**config.mk**
```make
export PLATFORM = sky130hd
export DESIGN_NAME = gvt_token_ring_engine
export DESIGN_NICKNAME = d
export VERILOG_FILES = /design/src/sv/gvt_pkg.sv /design/src/sv/gvt_ctrl.sv /design/src/sv/gvt_dp.sv /design/src/sv/gvt_token_ring_engine.sv
export VERILOG_INCLUDE_DIRS = /design/src /design/src/sv
export SDC_FILE = /design/constraint.sdc
export NUM_CORES = 2
export LEC_CHECK = 0
export ABC_CLOCK_PERIOD_IN_PS = 11200
export BUFFER_PORTS_ARGS = -buffer_cell sky130_fd_sc_hd__buf_2
export CAP_MARGIN = 15
export CORE_UTILIZATION = 34
export CTS_CLUSTER_SIZE = 10
export DETAILED_ROUTE_END_ITERATION = 10
export GPL_ROUTABILITY_DRIVEN = 0
export SLEW_MARGIN = 20
export SYNTH_ARGS = -nofsm -noshare
export SYNTH_HDL_FRONTEND = slang
export SYNTH_SLANG_ARGS = --single-unit
```
**constraint.sdc**
```tcl
create_clock -name clk -period 11.2 [get_ports clk]
set_clock_uncertainty 0.05 [all_clocks]
set_input_delay 0 -clock clk [delete_from_list [all_inputs] [get_ports clk]]
set_output_delay 0 -clock clk [all_outputs]
set_load 0.005 [all_outputs]
```
**src/sv/gvt_token_ring_engine_defines.svh**
```systemverilog
// Assertion macros for the global virtual time engine
`ifndef GVT_TOKEN_RING_ENGINE_DEFINES_SVH
`define GVT_TOKEN_RING_ENGINE_DEFINES_SVH
`define GVT_ASSERT_IMPL(label, a, c) \
  label: assert property (@(posedge clk) disable iff (rst) (a) |-> (c)) \
    else $error("gvt check failed");
`define GVT_ASSERT_NEXT(label, a, c) \
  label: assert property (@(posedge clk) disable iff (rst) (a) |=> (c)) \
    else $error("gvt check failed");
`endif

```
**src/sv/gvt_pkg.sv**
```systemverilog
// Types and constants shared by the global virtual time engine
package gvt_pkg;
  localparam int MAX_THREADS = 16;
  localparam logic [31:0] INF_TIME = 32'hFFFF_FFFF;
  localparam logic [2:0] K_TICK = 3'd0;
  localparam logic [2:0] K_START = 3'd1;
  localparam logic [2:0] K_SENT = 3'd2;
  localparam logic [2:0] K_RECV = 3'd3;
  localparam logic [2:0] K_TOKEN = 3'd4;
  localparam logic [2:0] K_TIME = 3'd5;
  localparam logic [2:0] K_TMIN = 3'd6;
  localparam logic [2:0] K_SMIN = 3'd7;
  localparam logic [1:0] R_STATUS = 2'd0;
  localparam logic [1:0] R_TOKEN = 2'd1;
  localparam logic [1:0] R_UPDATE = 2'd2;
  localparam logic [1:0] PH_IDLE = 2'd0;
  localparam logic [1:0] PH_LOCAL = 2'd1;
  localparam logic [1:0] PH_GLOBAL = 2'd2;
  localparam logic [1:0] CFG_NODE = 2'd0;
  localparam logic [1:0] CFG_PROC = 2'd1;
  localparam logic [1:0] CFG_THREAD = 2'd2;

  typedef struct packed {
    logic load;       // capture input item
    logic exec;       // apply item to state (single cycle updates)
    logic clr_step;   // clear one thread slot
    logic red_step;   // fold one thread minimum
    logic red_init;
    logic mod_step;   // one step of the next node remainder
    logic bc_init;
    logic emit_status;
    logic emit_bcast;
    logic fin_tick;   // finish local round reduction
  } gvt_cmd_t;

  typedef struct packed {
    logic       tick_start;  // tick starts a round
    logic       tick_reduce; // tick reduces
    logic       bcast;       // token arrival at initiator broadcasts
    logic       idx_last;    // walk index at end
    logic       mod_last;
    logic       bc_last;
  } gvt_stat_t;
endpackage

```
**src/sv/gvt_ctrl.sv**
```systemverilog
// Controller sequencing one item through the engine datapath
module gvt_ctrl import gvt_pkg::*; (
  input  logic      clk,
  input  logic      rst,
  input  logic      start,
  output logic      busy,
  input  gvt_stat_t stat,
  output gvt_cmd_t  cmd
);
  localparam logic [2:0] S_IDLE = 3'd0;
  localparam logic [2:0] S_DEC = 3'd1;
  localparam logic [2:0] S_CLR = 3'd2;
  localparam logic [2:0] S_RED = 3'd3;
  localparam logic [2:0] S_BC = 3'd4;
  localparam logic [2:0] S_OUT = 3'd5;
  localparam logic [2:0] S_MOD = 3'd6;
  localparam logic [2:0] S_FIN = 3'd7;

  logic [2:0] state, state_next;

  always_ff @(posedge clk) begin
    if (rst) state <= S_IDLE;
    else state <= state_next;
  end

  assign busy = (state != S_IDLE);

  always_comb begin
    cmd = '0;
    state_next = state;
    case (state)
      S_IDLE: begin
        if (start) begin
          cmd.load = 1'b1;
          state_next = S_DEC;
        end
      end
      S_DEC: begin
        if (stat.tick_start) begin
          state_next = S_CLR;
        end else if (stat.tick_reduce) begin
          cmd.red_init = 1'b1;
          state_next = S_RED;
        end else if (stat.bcast) begin
          cmd.exec = 1'b1;
          cmd.bc_init = 1'b1;
          state_next = S_BC;
        end else begin
          cmd.exec = 1'b1;
          state_next = S_OUT;
        end
      end
      S_CLR: begin
        cmd.clr_step = 1'b1;
        if (stat.idx_last) begin
          cmd.exec = 1'b1;
          state_next = S_OUT;
        end
      end
      S_RED: begin
        cmd.red_step = 1'b1;
        if (stat.idx_last) state_next = S_MOD;
      end
      S_MOD: begin
        cmd.mod_step = 1'b1;
        if (stat.mod_last) state_next = S_FIN;
      end
      S_FIN: begin
        cmd.fin_tick = 1'b1;
        state_next = S_IDLE;
      end
      S_BC: begin
        cmd.emit_bcast = 1'b1;
        if (stat.bc_last) state_next = S_IDLE;
      end
      S_OUT: begin
        cmd.emit_status = 1'b1;
        state_next = S_IDLE;
      end
      default: state_next = S_IDLE;
    endcase
  end
endmodule

```
**src/sv/gvt_dp.sv**
```systemverilog
// Datapath: engine state, thread tables and result formation
module gvt_dp import gvt_pkg::*; #(
  parameter int MAX_NODES = 64
) (
  input  logic        clk,
  input  logic        rst,
  input  gvt_cmd_t    cmd,
  output gvt_stat_t   stat,
  input  logic        cfg_valid,
  input  logic [1:0]  cfg_index,
  input  logic [31:0] cfg_data,
  input  logic [2:0]  kind,
  input  logic [31:0] timestamp,
  input  logic        msg_color,
  input  logic [4:0]  thread_index,
  input  logic        round_seen,
  input  logic [31:0] token_clock,
  input  logic [31:0] token_send,
  input  logic signed [31:0] token_count,
  input  logic [31:0] new_time,
  output logic        result_valid,
  output logic [1:0]  result_kind,
  output logic [5:0]  dest_node,
  output logic        send_color,
  output logic [31:0] out_clock,
  output logic [31:0] out_send,
  output logic signed [31:0] out_count,
  output logic [31:0] current_time,
  output logic        time_fresh,
  output logic [4:0]  pending_threads,
  output logic        last
);
  localparam int SLOTS = MAX_THREADS + 1;
  localparam int IW = $clog2(SLOTS + 1);

  logic [5:0] node_id;
  logic [6:0] process_count;
  logic [4:0] thread_count;
  logic [2:0] r_kind;
  logic [31:0] r_ts, r_tclk, r_tsnd, r_tcnt, r_new;
  logic r_mcol, r_seen;
  logic [4:0] r_ti;

  logic [1:0] phase;
  logic cur_color, base_color, time_updated, local_started, global_started;
  logic [31:0] white_count, red_count, held_count, red_min, ring_min_clock, time_value;
  logic [4:0] waiting_threads;
  logic [31:0] thread_min [SLOTS];
  logic [31:0] thread_send_min [SLOTS];
  logic [SLOTS-1:0] thread_done;
  logic [IW-1:0] idx;
  logic [31:0] acc;
  logic [6:0] bc;
  logic [31:0] bc_time;
  logic [6:0] rem;
  logic [2:0] mod_k;

  logic [6:0] pc;
  logic [4:0] tc;
  logic [IW-1:0] tc_i;
  logic [31:0] base_val;
  logic [12:0] mod_sub;
  logic slot_ok;
  logic [IW-1:0] ti_i;

  always_comb begin
    if (process_count == 7'd0) pc = 7'd1;
    else if (process_count > 7'(MAX_NODES)) pc = 7'(MAX_NODES);
    else pc = process_count;
    tc = (thread_count > 5'(MAX_THREADS)) ? 5'(MAX_THREADS) : thread_count;
    tc_i = IW'(tc);
    ti_i = IW'(r_ti);
    slot_ok = ({1'b0, r_ti} <= 6'(tc));
    base_val = base_color ? red_count : white_count;
    mod_sub = 13'(pc) << mod_k;
  end

  assign stat.tick_start = (r_kind == K_TICK) && (phase == PH_LOCAL) &&
                           (waiting_threads == 5'd0) && !local_started;
  assign stat.tick_reduce = (r_kind == K_TICK) && (phase == PH_LOCAL) &&
                            (waiting_threads == 5'd0) && local_started;
  assign stat.bcast = (r_kind == K_TOKEN) && (node_id == 6'd0) &&
                      (r_tcnt[31] || r_tcnt == 32'd0);
  assign stat.idx_last = (idx == tc_i);
  assign stat.mod_last = (mod_k == 3'd0);
  assign stat.bc_last = (bc == pc - 7'd1);

  always_ff @(posedge clk) begin
    if (rst) begin
      node_id <= '0; process_count <= 7'd1; thread_count <= 5'd1;
    end else if (cfg_valid) begin
      case (cfg_index)
        CFG_NODE: node_id <= cfg_data[5:0];
        CFG_PROC: process_count <= cfg_data[6:0];
        CFG_THREAD: thread_count <= cfg_data[4:0];
        default: ;
      endcase
    end
  end

  always_ff @(posedge clk) begin
    if (cmd.load) begin
      r_kind <= kind; r_ts <= timestamp; r_mcol <= msg_color; r_ti <= thread_index;
      r_seen <= round_seen; r_tclk <= token_clock; r_tsnd <= token_send;
      r_tcnt <= token_count; r_new <= new_time;
    end
  end

  always_ff @(posedge clk) begin
    if (rst) begin
      phase <= PH_IDLE; cur_color <= 1'b0; base_color <= 1'b0;
      white_count <= '0; red_count <= '0; held_count <= '0;
      red_min <= INF_TIME; ring_min_clock <= INF_TIME; time_value <= '0;
      time_updated <= 1'b0; local_started <= 1'b0; global_started <= 1'b0;
      waiting_threads <= '0; thread_done <= '0; idx <= '0;
      result_valid <= 1'b0; last <= 1'b0; bc <= '0;
      for (int i = 0; i < SLOTS; i++) begin
        thread_min[i] <= INF_TIME; thread_send_min[i] <= INF_TIME;
      end
    end else begin
      result_valid <= cmd.emit_status | cmd.emit_bcast | cmd.fin_tick;
      last <= cmd.emit_status | cmd.fin_tick | (cmd.emit_bcast & stat.bc_last);
      if (cmd.load) idx <= '0;
      if (cmd.clr_step) begin
        thread_min[idx] <= INF_TIME;
        thread_send_min[idx] <= INF_TIME;
        thread_done[idx] <= (idx == tc_i);
        idx <= idx + 1'b1;
        if (idx == tc_i) begin
          for (int i = 0; i < SLOTS; i++)
            if (IW'(i) > tc_i) begin
              thread_min[i] <= INF_TIME; thread_send_min[i] <= INF_TIME;
              thread_done[i] <= 1'b0;
            end
        end
      end
      if (cmd.red_init) begin
        acc <= INF_TIME;
        idx <= '0;
        rem <= {1'b0, node_id} + 7'd1;
        mod_k <= 3'd5;
      end
      if (cmd.red_step) begin
        acc <= (thread_min[idx] < acc) ? thread_min[idx] : acc;
        idx <= idx + 1'b1;
      end
      if (cmd.mod_step) begin
        if ({6'b0, rem} >= mod_sub) rem <= rem - mod_sub[6:0];
        mod_k <= mod_k - 3'd1;
      end
      if (cmd.exec) begin
        case (r_kind)
          K_TICK: begin
            if (stat.tick_start) begin
              if (!global_started && node_id == 6'd0) begin
                red_min <= INF_TIME;
                cur_color <= ~cur_color;
                held_count <= base_val;
                if (base_color) red_count <= '0; else white_count <= '0;
                global_started <= 1'b1;
              end
              waiting_threads <= tc;
              local_started <= 1'b1;
            end
          end
          K_START: if (phase == PH_IDLE && node_id == 6'd0) phase <= PH_LOCAL;
          K_SENT: begin
            if (cur_color) red_count <= red_count + 32'd1;
            else white_count <= white_count + 32'd1;
            if (cur_color != base_color && r_ts < red_min) red_min <= r_ts;
          end
          K_RECV: begin
            if (r_mcol) red_count <= red_count - 32'd1;
            else white_count <= white_count - 32'd1;
          end
          K_TOKEN: begin
            if (node_id == 6'd0) begin
              if (stat.bcast) begin
                phase <= PH_GLOBAL;
                global_started <= 1'b0;
              end else begin
                if (r_tsnd < red_min) red_min <= r_tsnd;
                held_count <= base_val + r_tcnt;
                if (base_color) red_count <= '0; else white_count <= '0;
                phase <= PH_LOCAL;
              end
            end else begin
              if (cur_color == base_color) begin
                red_min <= r_tsnd;
                cur_color <= ~cur_color;
              end else if (r_tsnd < red_min) red_min <= r_tsnd;
              if (r_tclk < ring_min_clock) ring_min_clock <= r_tclk;
              held_count <= base_val + r_tcnt;
              if (base_color) red_count <= '0; else white_count <= '0;
              phase <= PH_LOCAL;
            end
          end
          K_TIME: begin
            time_value <= r_new;
            ring_min_clock <= INF_TIME;
            base_color <= ~base_color;
            if (phase == PH_GLOBAL) phase <= PH_IDLE;
            time_updated <= 1'b1;
          end
          K_TMIN: begin
            if (slot_ok && r_seen && !thread_done[ti_i]) begin
              thread_min[ti_i] <= (r_ts < thread_send_min[ti_i]) ? r_ts
                                  : thread_send_min[ti_i];
              thread_done[ti_i] <= 1'b1;
              if (waiting_threads != 5'd0) waiting_threads <= waiting_threads - 5'd1;
            end
          end
          default: begin
            if (slot_ok && waiting_threads != 5'd0 && !thread_done[ti_i] &&
                r_ts < thread_send_min[ti_i])
              thread_send_min[ti_i] <= r_ts;
          end
        endcase
      end
      if (cmd.bc_init) begin
        bc <= '0;
        bc_time <= (r_tclk < r_tsnd) ? r_tclk : r_tsnd;
      end
      if (cmd.emit_status) begin
        result_kind <= R_STATUS; dest_node <= '0;
        send_color <= (r_kind == K_SENT) ? cur_color : 1'b0;
        out_clock <= '0; out_send <= '0; out_count <= '0;
        current_time <= time_value; time_fresh <= time_updated;
        pending_threads <= waiting_threads; time_updated <= 1'b0;
      end
      if (cmd.emit_bcast) begin
        result_kind <= R_UPDATE; dest_node <= bc[5:0]; send_color <= 1'b0;
        out_clock <= bc_time; out_send <= '0; out_count <= '0;
        current_time <= time_value; time_fresh <= time_updated;
        pending_threads <= waiting_threads;
        if (stat.bc_last) time_updated <= 1'b0;
        bc <= bc + 7'd1;
      end
      if (cmd.fin_tick) begin
        local_started <= 1'b0;
        send_color <= 1'b0;
        current_time <= (pc > 7'd1) ? time_value : acc;
        time_fresh <= (pc > 7'd1) ? time_updated : 1'b1;
        pending_threads <= waiting_threads;
        time_updated <= 1'b0;
        if (pc > 7'd1) begin
          phase <= PH_GLOBAL;
          if (node_id == 6'd0) ring_min_clock <= INF_TIME;
          result_kind <= R_TOKEN; dest_node <= rem[5:0];
          out_clock <= (node_id == 6'd0 || acc < ring_min_clock) ? acc : ring_min_clock;
          out_send <= red_min; out_count <= held_count;
        end else begin
          phase <= PH_IDLE; time_value <= acc;
          result_kind <= R_STATUS; dest_node <= '0;
          out_clock <= '0; out_send <= '0; out_count <= '0;
        end
      end
    end
  end
endmodule

```
**src/sv/gvt_token_ring_engine.sv**
```systemverilog
// Top level of the global virtual time engine for a Mattern token ring
// Most items give one result: the item is loaded, decoded and applied, then a status result is emitted.
// Tick that opens a round: thread table clear walk, then a status result.
// Tick that reduces: minimum walk, then next node remainder, then a token or status result.
// Broadcast token: one update result per node (process_count clamped to 1..MAX_NODES), one a cycle.
// Synchronous reset restores state and configuration registers; results cannot be stalled.
module gvt_token_ring_engine import gvt_pkg::*; #(
  parameter int MAX_NODES = 64
) (
  input  logic        clk,
  input  logic        rst,
  input  logic        start,
  output logic        busy,
  input  logic        cfg_valid,
  output logic        cfg_ready,
  input  logic [1:0]  cfg_index,
  input  logic [31:0] cfg_data,
  input  logic [2:0]  kind,
  input  logic [31:0] timestamp,
  input  logic        msg_color,
  input  logic [4:0]  thread_index,
  input  logic        round_seen,
  input  logic [31:0] token_clock,
  input  logic [31:0] token_send,
  input  logic signed [31:0] token_count,
  input  logic [31:0] new_time,
  output logic        result_valid,
  output logic [1:0]  result_kind,
  output logic [5:0]  dest_node,
  output logic        send_color,
  output logic [31:0] out_clock,
  output logic [31:0] out_send,
  output logic signed [31:0] out_count,
  output logic [31:0] current_time,
  output logic        time_fresh,
  output logic [4:0]  pending_threads,
  output logic        last
);
`include "gvt_token_ring_engine_defines.svh"
  gvt_cmd_t cmd;
  gvt_stat_t stat;

  assign cfg_ready = 1'b1;

  gvt_ctrl u_ctrl (.clk, .rst, .start, .busy, .stat, .cmd);

  gvt_dp #(.MAX_NODES(MAX_NODES)) u_dp (
    .clk, .rst, .cmd, .stat, .cfg_valid, .cfg_index, .cfg_data,
    .kind, .timestamp, .msg_color, .thread_index, .round_seen,
    .token_clock, .token_send, .token_count, .new_time,
    .result_valid, .result_kind, .dest_node, .send_color, .out_clock,
    .out_send, .out_count, .current_time, .time_fresh, .pending_threads, .last
  );

  `GVT_ASSERT_NEXT(a_start_busy, start && !busy, busy)
  `GVT_ASSERT_IMPL(a_last_valid, last, result_valid)
  `GVT_ASSERT_IMPL(a_last_idle, result_valid && last, !busy)
endmodule

```
==> impl_metrics.tcl <==
set metrics [dict create \
    wire_per_inst_microns 28.2 \
    hold_viol_final 1 \
    status "finished, violations left" \
    htreeDepth 5 \
    port_buffers 328 \
    hp-class "in2reg" \
    dp_slack_ps 3370 \
    p_leak_nw 46.4 \
    routed_via_density 5.75 \
    grt_pass1_vias 84334 \
    slew_violations 0 \
    grt_usage_pct 22.0 \
    synth_area_sq_mm 0.125 \
    cts_tree "built" \
    dieArea_sq_mm 0.371 \
    grt_max_degree 144 \
    die_height_microns 609 \
    synth_top_area_share_pct 58.4 \
    setup_violations 0 \
    final_nets 10480 \
    cts_root_buf "clkbuf_16" \
    coreArea_sq_mm 0.366 \
    vdd_ir_drop_max_mv 0.128 \
    synth_nets 9909 \
    violations "negative hold slack" \
    drive_above_1_share_pct 18.2 \
    rows 222 \
    tightest_slew_ps 1110 \
    powerDensity_mw_per_mm2 156 \
    arrival_ps 8350 \
    synth_area_per_cell_sq_um 13.4 \
    clock_latency_ps 900 \
    hold_ws_ps -31.6 \
    antenna_found_initial 30 \
    dr.first_iter.drc_count 11425 \
    fin_crit_sh_pct 70.4 \
    start_util_pct 34.2 \
    async_flop_share_pct 0 \
    cts_resized 0 \
    synth_seq_area_share_pct 62.6 \
    worstPathRequired_ps 11660 \
    netlist_instances 9365 \
    grt_pass1_wl_microns 594000 \
    vias 85703 \
    synth_cell_types 83 \
    grt_setup_unrepaired "no" \
    yosys_warnings 0 \
    worst_setup_path_end_kind "register" \
    synth_edf_count 2435 \
    dr.pass1.iters 8 \
    crit_type "reg2reg" \
    cts_buffers 316 \
    dp_hpwl_microns 253000 \
    dp.cells 14067 \
    synth_commonest_cells "edfxtp_1 (2435), nand2_1 (2343), mux4_2 (644)" \
    tns_ps 0 \
    stdcell_count 14904 \
    finalCriticalPeriod_ps 7880 \
    ys_seq_elements 2701 \
    maxCapViolations 0 \
    synth_area_leaders "edfxtp_1 (58%), mux4_2 (12%), nand2_1 (7.0%), dfxtp_1 (4.3%), ha_1 (3.3%)" \
    ios 355 \
    grt_overflow 0 \
    clock.fmax_mhz 127 \
    setup_ws_ps 3320 \
    drc 0 \
    cts_sinks 2701 \
    antenna_left 0 \
    routed_wl_microns 420000 \
    clkTransAtPathRegs_ps 60 \
    crit_path_start_kind "register" \
    die_w_microns 609 \
    synth-main-ff-cell "edfxtp_1" \
    max_slew_margin_pct 25.5 \
    crit_path_max_fanout 120 \
    yosysMostFrequentCell "edfxtp_1" \
    clock_path_buffers 4 \
    syn_to_final_growth_pct 16.1 \
    reg.largest.list "u_dp.thread_min: 1024 flops, u_dp.thread_send_min: 1024 flops" \
    synth_top_area_cell "edfxtp_1" \
]
==> cells by family (layout without fill, tap and decap cells) <==
kind of cell / after synthesis / count (layout) / share of synthesized area, %
mux: 846 / 846 / 13.4
other cells: 1 / 13 / 0.00299
buf+inv: 893 / 1604 / 3.08
simple gates: 3410 / 3410 / 11.3
fa+ha+maj: 336 / 336 / 3.38
compound gates: 1086 / 1086 / 5.63
xor+xnor: 92 / 92 / 0.643
flops: 2701 / 2701 / 62.6
==> routing by layer <==
metal	global-route usage, %	wire [microns]	part of all wire (%)
met5	0	63	0.015
met4	8.22	17500	4.2
met3	4.69	49000	12
met2	34.1	189000	45
met1	30.3	164000	39
==> worst max-delay path: stages (launching register included) <==
cell      delay, ps
dfxtp_4        1040
buf_12          690
mux4_2          430
mux4_2          510
mux2i_1         290
ha_1            310
a21o_1          170
a21o_1          180
a21o_1          190
a21o_1          180
a21o_1          210
a221o_1         430
a211oi_2        260
buf_4           290
and2_2          180
buf_4           560
nand2b_2        780
buf_4           540
==> area by class of cell <==
cell class	count	area [sq um]
repair buffers	935	7350
multi-input cells	5771	44000
inverters	211	792
clock inverters	19	226
diodes	12	30.0
flip-flops and latches	2701	78500
well taps	4816	6030
clock buffers	439	8610
fillers	33810	221000
==> placed cells by master, fill, tap and decap left out, types with 256 or more instances in the layout <==
cell type         n
a21oi_1         271
buf_2           327
clkbuf_16       326
dfxtp_1         256
dlygate4sd3_1   366
edfxtp_1       2435
ha_1            332
mux4_2          644
nand2_1        2337
nor2_1          474
==> worst paths after layout <==
path | slack [ps] | to | startpoint | cells past startpoint
hold reg to reg | 410 | u_dp.held_count[1] | u_dp.held_count[1] | 2
hold / removal | -30 | u_dp.r_ti[4] | thread_index[4] | 2
setup reg to reg | 3320 | u_dp.thread_send_min[7][14] | register | 17
setup / recovery | 3320 | u_dp.thread_send_min[7][14] | register | 17
==> where the power goes <==
part           internal (mW)  leakage (nW)  switching, mW  total (mW)
Sequential              11.0          24.1          0.147        11.2
Combinational          0.623          18.0           1.55        2.17
Clock                   5.32          4.28           4.04        9.36
Total                   17.0          46.4           5.73        22.7
==> stage by stage <==
stage               instance area [sq um]  util (%)  power [mW]  hold WS, ps
finish                             145000      39.7        22.7        -31.6
global route                       145000      39.7        23.2         2.32
CTS                                145000      39.7        22.7         11.7
detailed placement                 133000      36.3        13.4          128
global placement                   133000      36.3        13.4          127
floorplan                          125000         -        12.6         48.9
==> what timing repair did <==
action | 4_1_cts | 5_1_grt
hold buffers | 366 | 0
buffers inserted | 0 | 0
hold endpoints to repair | 348 | 0
(Power assumes the default switching activity.)
